### src/hw/rtl/sorted_list_insert_delete_defines.svh
// ----------------------------------------------------------------------------
// Sorted list insert/delete: assertion macros
// Shared concurrent assertion forms, clocked on clk, disabled in reset.
// ----------------------------------------------------------------------------
`ifndef SORTED_LIST_INSERT_DELETE_DEFINES_SVH
`define SORTED_LIST_INSERT_DELETE_DEFINES_SVH

// same-cycle implication
`define SLID_ASSERT_SAME(lbl, ante, cons) \
  lbl: assert property (@(posedge clk) disable iff (!rst_n) (ante) |-> (cons)) \
    else $error("sorted list: same-cycle check failed");

// next-cycle implication
`define SLID_ASSERT_NEXT(lbl, ante, cons) \
  lbl: assert property (@(posedge clk) disable iff (!rst_n) (ante) |=> (cons)) \
    else $error("sorted list: next-cycle check failed");

`endif

### src/hw/rtl/slid_pkg.sv
// ----------------------------------------------------------------------------
// Sorted list insert/delete: package
// Widths, operation codes, controller states and command bundle.
// ----------------------------------------------------------------------------
package slid_pkg;

  localparam int DATA_W       = 32;
  localparam int CNT_W        = 5;
  localparam int CAPACITY_DEF = 16;

  typedef enum logic {
    OP_INSERT = 1'b0,
    OP_DELETE = 1'b1
  } op_t;

  typedef enum logic {
    ST_IDLE,
    ST_UPDATE
  } state_t;

  typedef struct packed {
    logic load;
    logic apply;
  } ctl_t;

endpackage

### src/hw/rtl/slid_ctrl.sv
// ----------------------------------------------------------------------------
// Sorted list insert/delete: controller
// Two-state sequencer: capture and compare, then update and emit result.
// ----------------------------------------------------------------------------
`include "sorted_list_insert_delete_defines.svh"

module slid_ctrl
  import slid_pkg::*;
(
  input  logic clk,
  input  logic rst_n,
  input  logic start,
  output logic busy,
  output ctl_t cmd,
  output logic out_valid
);

  state_t state_r, state_nxt;
  logic   out_valid_r;

  always_comb begin
    state_nxt = state_r;
    case (state_r)
      ST_IDLE:   if (start) state_nxt = ST_UPDATE;
      ST_UPDATE: state_nxt = ST_IDLE;
      default:   state_nxt = ST_IDLE;
    endcase
  end

  always_comb begin
    cmd.load  = 1'b0;
    cmd.apply = 1'b0;
    busy      = 1'b1;
    case (state_r)
      ST_IDLE: begin
        cmd.load = start;
        busy     = 1'b0;
      end
      ST_UPDATE: cmd.apply = 1'b1;
      default:   busy = 1'b1;
    endcase
  end

  always_ff @(posedge clk) begin
    if (!rst_n) begin
      state_r     <= ST_IDLE;
      out_valid_r <= 1'b0;
    end else begin
      state_r     <= state_nxt;
      out_valid_r <= cmd.apply;
    end
  end

  assign out_valid = out_valid_r;

  `SLID_ASSERT_NEXT(a_load_to_update, cmd.load, state_r == ST_UPDATE)
  `SLID_ASSERT_NEXT(a_update_strobe, state_r == ST_UPDATE, out_valid_r && state_r == ST_IDLE)
  `SLID_ASSERT_SAME(a_strobe_not_busy, out_valid_r, !busy)

endmodule

### src/hw/rtl/slid_dpath.sv
// ----------------------------------------------------------------------------
// Sorted list insert/delete: datapath
// Row of value cells with per-cell compare flags and neighbor shifting.
// ----------------------------------------------------------------------------
`include "sorted_list_insert_delete_defines.svh"

module slid_dpath
  import slid_pkg::*;
#(
  parameter int CAPACITY = CAPACITY_DEF
) (
  input  logic                     clk,
  input  logic                     rst_n,
  input  ctl_t                     cmd,
  input  logic                     in_operation,
  input  logic signed [DATA_W-1:0] in_value,
  output logic                     out_success,
  output logic [CNT_W-1:0]         out_count
);

  localparam int HW = $clog2(CAPACITY + 1);
  localparam logic [HW-1:0] CAP_H = HW'(CAPACITY);

  logic signed [DATA_W-1:0] e_r   [CAPACITY];
  logic signed [DATA_W-1:0] e_nxt [CAPACITY];
  logic signed [DATA_W-1:0] val_r;
  op_t                      op_r;
  logic [CAPACITY-1:0]      lt_r, hit_r, bnd_v;
  logic [HW-1:0]            held_r, held_nxt;
  logic                     out_success_r;
  logic [CNT_W-1:0]         out_count_r;
  logic                     full, found, ins_ok, del_ok;

  assign full   = (held_r == CAP_H);
  assign found  = |(bnd_v & hit_r);
  assign ins_ok = (op_r == OP_INSERT) && !full;
  assign del_ok = (op_r == OP_DELETE) && found;

  for (genvar g = 0; g < CAPACITY; g++) begin : g_cell
    logic signed [DATA_W-1:0] prev, nbr_up;
    logic                     bnd;
    logic                     live;

    if (g == 0) begin : g_first
      assign prev = val_r;
      assign bnd  = !lt_r[0];
    end else begin : g_rest
      assign prev = e_r[g-1];
      assign bnd  = !lt_r[g] && lt_r[g-1];
    end

    if (g == CAPACITY - 1) begin : g_last
      assign nbr_up = e_r[g];
    end else begin : g_mid
      assign nbr_up = e_r[g+1];
    end

    assign bnd_v[g] = bnd;
    assign live     = (HW'(g) < held_r);

    always_comb begin
      e_nxt[g] = e_r[g];
      if (cmd.apply && !lt_r[g]) begin
        if (ins_ok) begin
          e_nxt[g] = bnd ? val_r : prev;
        end else if (del_ok) begin
          e_nxt[g] = nbr_up;
        end
      end
    end

    always_ff @(posedge clk) begin
      e_r[g] <= e_nxt[g];
      if (cmd.load) begin
        lt_r[g]  <= live && (e_r[g] < in_value);
        hit_r[g] <= live && (e_r[g] == in_value);
      end
    end
  end

  always_comb begin
    held_nxt = held_r;
    if (cmd.apply) begin
      if (ins_ok) begin
        held_nxt = held_r + HW'(1);
      end else if (del_ok) begin
        held_nxt = held_r - HW'(1);
      end
    end
  end

  always_ff @(posedge clk) begin
    if (!rst_n) begin
      held_r <= '0;
    end else begin
      held_r <= held_nxt;
    end
  end

  always_ff @(posedge clk) begin
    if (cmd.load) begin
      val_r <= in_value;
      op_r  <= op_t'(in_operation);
    end
    if (cmd.apply) begin
      out_success_r <= ins_ok || del_ok;
      out_count_r   <= CNT_W'(held_nxt);
    end
  end

  assign out_success = out_success_r;
  assign out_count   = out_count_r;

  `SLID_ASSERT_SAME(a_held_max, 1'b1, held_r <= CAP_H)
  `SLID_ASSERT_NEXT(a_insert_count, cmd.apply && ins_ok, held_r == $past(held_r) + 1'b1)
  `SLID_ASSERT_NEXT(a_fail_hold, cmd.apply && !ins_ok && !del_ok, held_r == $past(held_r))

endmodule

### src/hw/rtl/sorted_list_insert_delete.sv
// ----------------------------------------------------------------------------
// Sorted list insert/delete: top level
// Bounded ascending store of signed values with insert and delete commands.
// ----------------------------------------------------------------------------
// Each command runs in order: the cycle of the start transfer captures the
// operand and compares it against every held cell at once, the next cycle
// shifts the cells and updates the count. busy is high during that update
// cycle; the result appears on out_success/out_count with out_valid for one
// cycle right after it, and the receiver cannot stall it. A new start is taken
// in the same cycle as that result, so commands are taken one at a time.
// Inserts into a full store and deletes of a missing value report failure
// and leave the store unchanged.
module sorted_list_insert_delete
  import slid_pkg::*;
#(
  parameter int CAPACITY = CAPACITY_DEF
) (
  input  logic                     clk,
  input  logic                     rst_n,
  input  logic                     start,
  output logic                     busy,
  input  logic                     in_operation,
  input  logic signed [DATA_W-1:0] in_value,
  output logic                     out_valid,
  output logic                     out_success,
  output logic [CNT_W-1:0]         out_count
);

  ctl_t cmd;

  slid_ctrl u_ctrl (
    .clk       (clk),
    .rst_n     (rst_n),
    .start     (start),
    .busy      (busy),
    .cmd       (cmd),
    .out_valid (out_valid)
  );

  slid_dpath #(
    .CAPACITY (CAPACITY)
  ) u_dpath (
    .clk          (clk),
    .rst_n        (rst_n),
    .cmd          (cmd),
    .in_operation (in_operation),
    .in_value     (in_value),
    .out_success  (out_success),
    .out_count    (out_count)
  );

endmodule

### config.mk
export PLATFORM = sky130hd
export DESIGN_NAME = sorted_list_insert_delete
export DESIGN_NICKNAME = d
export VERILOG_FILES = /design/src/hw/rtl/slid_pkg.sv /design/src/hw/rtl/slid_ctrl.sv /design/src/hw/rtl/slid_dpath.sv /design/src/hw/rtl/sorted_list_insert_delete.sv
export VERILOG_INCLUDE_DIRS = /design/src /design/src/hw/rtl
export SDC_FILE = /design/constraint.sdc
export NUM_CORES = 2
export LEC_CHECK = 0
export BUFFER_PORTS_ARGS = -buffer_cell sky130_fd_sc_hd__buf_2
export CORE_AREA = 2 2 261 263
export DETAILED_ROUTE_END_ITERATION = 12
export DIE_AREA = 0 0 263 265
export MAX_ROUTING_LAYER = met4
export PLACE_DENSITY = 0.76
export SYNTH_ARGS = -nofsm -noshare
export SYNTH_HDL_FRONTEND = slang
export SYNTH_SLANG_ARGS = --single-unit
### constraint.sdc
create_clock -name clk -period 10.8 [get_ports clk]
set_input_delay 0.54 -clock clk [delete_from_list [all_inputs] [get_ports clk]]
set_output_delay 0.54 -clock clk [all_outputs]
set_load 0.02 [all_outputs]
==> impl_results.md <==
- Clk_lat worst skew: a little over 0.6 ns
- Vias in the first global route: just under 30000
- Final period util: 0.383
- Syn_area_per_cell: around 11 um^2
- Initial antenna violation count: 0
- Synth Warn #: 0
- Yosys reg bits: slightly below 600
- Clock Pin Slew Worst Setup and Hold Paths: 0.06 ns
- Clock network power share: 0.389
- Clk_skew: 0.0315 ns
- DRT iter0 DRCs: about 4300
- Yosys cell types: 60
- GR peak layer: met2
- Switching fraction of total power: 0.280
- Post-Syn Area: just under 40000 um^2
- Synthesized instance count: around 3800
- Hold_buf cts: 0
- WL final: 122000 um
- Sequential-to-total area share from yosys stat: 0.444
- CTS Root Cell: clkbuf_16
- Fin crit period: 4.14 ns
- Comb power frac: 0.152
- Clock Path Buffers: 3
- RSZ-0062 raised after global routing: no
- Max FO, Critical Path: 33
- Post-layout power: 6.06 mW
- Total grt overflow: 0
- GR Util met3: 0.0788
- Max_slew headroom: 0.141
- Via count: around 31000
- Worst EP required: ~11 ns
- Max_cap viols: 0
- Int Pwr: approximately 4.4 mW
- Slew at the pin with the worst max-slew slack: between 1 and 1.5 ns
- Core ar.: 66800 um^2
- Sequential share of power: 0.459
- Wire length per cell: 26.3 um
- P_sw: 1.70 mW
- Antenna-violating nets left: 0
- Status: complete, no violations
- Mapped Nets: about 4300
- Drt pass-1 iters: 5
- Routability cong.: a little under 1
- Ratio of cells with drive above 1 in the final layout: 0.0698
- Die width: ~260 um
- Static leakage: 18.9 nW
- Die footprint: 69700 um^2
- M2 GR Usage: 0.505
- Remaining DRCs: 0
- Post-synth top flop: edfxtp_1
- CTS tree: yes
- CP max stage delay: 1.07 ns
- Post-synth EDFFs: ~580
- Worst hold-check path type: in -> reg
- Vias per inst: roughly 6.7
- # setup viols final: 0
- Die H: ~270 um
- CP Cell Sequence: nand2b_2 > o22ai_1 > nor4_2 > a21boi_2 > o21ai_4 > nor2_4
- Row count: 95
- Layout area overhead: 8.03%
- Slowest CP cell: nor2_4
- Total Nets Final: 4283
- Setup_tns: 0 ns
- Slew Viols, Final: 0
- Post-DP HPWL: approximately 85000 um
- Top cell type's share of synthesized area: 0.440
- CTS Buf Count: 69
- WS Path Type: reg -> reg
- Initial core utilization: 0.595
- Data arrival time of the worst path: 4.36 ns
- Startpoint Class: flop
- Met1 usage: 0.499
- Port Buf Inserts: 43
- Worst vdd ir: between 0.09 and 0.1 mV
- H-tree depth: 3
- Ranking of synthesized cells by area: edfxtp_1, ha_1, mux2i_1, o21ai_0, nand2_1
- Ant diodes: 0
- R2r worst-path depth: 6
- Setup crit end kind: flop
- Async SR Flop Fraction: 0
- First-pass GRT wire length: about 180000 um
- Setup Buffers After CTS: 0
- Largest net degree at the start of global routing: between 200 and 300
- Final Hold Vio Count: 0
- # clock sinks: between 500 and 600
- Synth area leader: edfxtp_1
- Hold Path Depth: 1
- Cell Pwr Density: roughly 140 nW/um^2
- F_max: between 200 and 250 MHz
- GRT Util Overall: 0.355
- IO Count: 44
- Post-CTS sizing: 0
[cell families after synthesis]
logic type | synth area share
AND/OR/NAND/NOR | 0.115
AO/OA/AOI/OAI | 0.124
flip-flops | 0.444
adder cells (fa/ha/maj) | 0.162
multiplexers | 0.125
buffers and inverters | 0.0294
XOR/XNOR | 0.000661
[synthesized netlist by cell type, drive strengths merged, types with 9 or more instances]
cell      n
a21o     51
a21oi   181
a221o    15
a221oi   29
and4     35
buf      71
clkbuf  137
edfxtp  583
ha      515
inv      79
mux2     36
mux2i   455
nand2   668
nand2b   20
nand3    54
nand4    72
nor2     75
nor2b    19
nor3     21
nor4     15
o211ai   19
o21a     10
o21ai   509
o22ai     9
or3      14
[power by group through the flow]
stage	Combinational, mW	Clock (mW)	Sequential [mW]
2_1_floorplan	0.663	0	2.75
3_3_place_gp	0.862	0	2.82
3_5_place_dp	0.894	0	2.82
4_1_cts	0.900	2.36	2.77
5_1_grt	1.01	2.44	2.78
6_report	0.922	2.36	2.78
[per-layer routing]
| layer | routed length [um] | vias up |
|---|---|---|
| met5 | 0 | - |
| met4 | 4340 | 0 |
| met3 | 15900 | 238 |
| met2 | 51600 | 1876 |
| met1 | 50300 | 14900 |
| li1 | - | 14100 |
[state kept, by name, summed over array words and instances (netlist names)]
name / flops
u_ctrl.out_valid: 1
u_ctrl.state_r: 1
u_dpath.e_r: 512
u_dpath.g_cell.prev: 32
u_dpath.held_r: 5
u_dpath.hit_r: 16
u_dpath.lt_r: 16
u_dpath.op_r: 1
u_dpath.out_count: 5
u_dpath.out_success: 1
[worst paths after layout]
| check | slack, ns | end | from |
|---|---|---|---|
| max | 6.66 | u_dpath.e_r[1][159] | u_dpath.lt_r[15] |
| min | 0.1 | u_dpath.op_r | in_operation |
| max reg2reg | 6.66 | u_dpath.e_r[1][159] | u_dpath.lt_r[15] |
| min reg2reg | 0.57 | u_dpath.e_r[1][207] | u_dpath.e_r[1][239] |
[area by class of cell]
type	instances	area [um^2]
clock buffer	86	1890
clock inverter	33	314
fill	5231	23800
inverter	79	297
multi-input combinational	2904	21100
sequential	590	17600
tap	873	1090
timing repair buffer	88	591
[layout by cell type, fill, tap and decap left out, types with 59 or more instances in the layout]
master / count
nor2_1: 59
mux2i_1: 455
inv_1: 79
o21ai_0: 507
edfxtp_1: 583
clkbuf_16: 73
nand2_1: 668
nand4_1: 72
a21oi_1: 180
ha_1: 515
[critical path, delay by kind of cell, from the launching register on]
kind	cells	cell delay, ns
flops	1	0.44
compound gates	3	1.29
simple gates	3	1.91
[stage by stage]
stage	hold WS, ns	setup WS, ns	instance area, um^2	std cells	util
final	0.0980	6.66	43000	4653	0.643
after global routing	0.0958	6.37	43000	4653	0.643
after detailed placement	0.549	6.65	40800	4534	0.610
after floorplan	0.522	6.71	39800	3781	-
after CTS	0.0778	6.80	43000	4653	0.643
after global placement	0.538	6.66	40800	4534	0.610
Power figures use the tool's default switching activity.
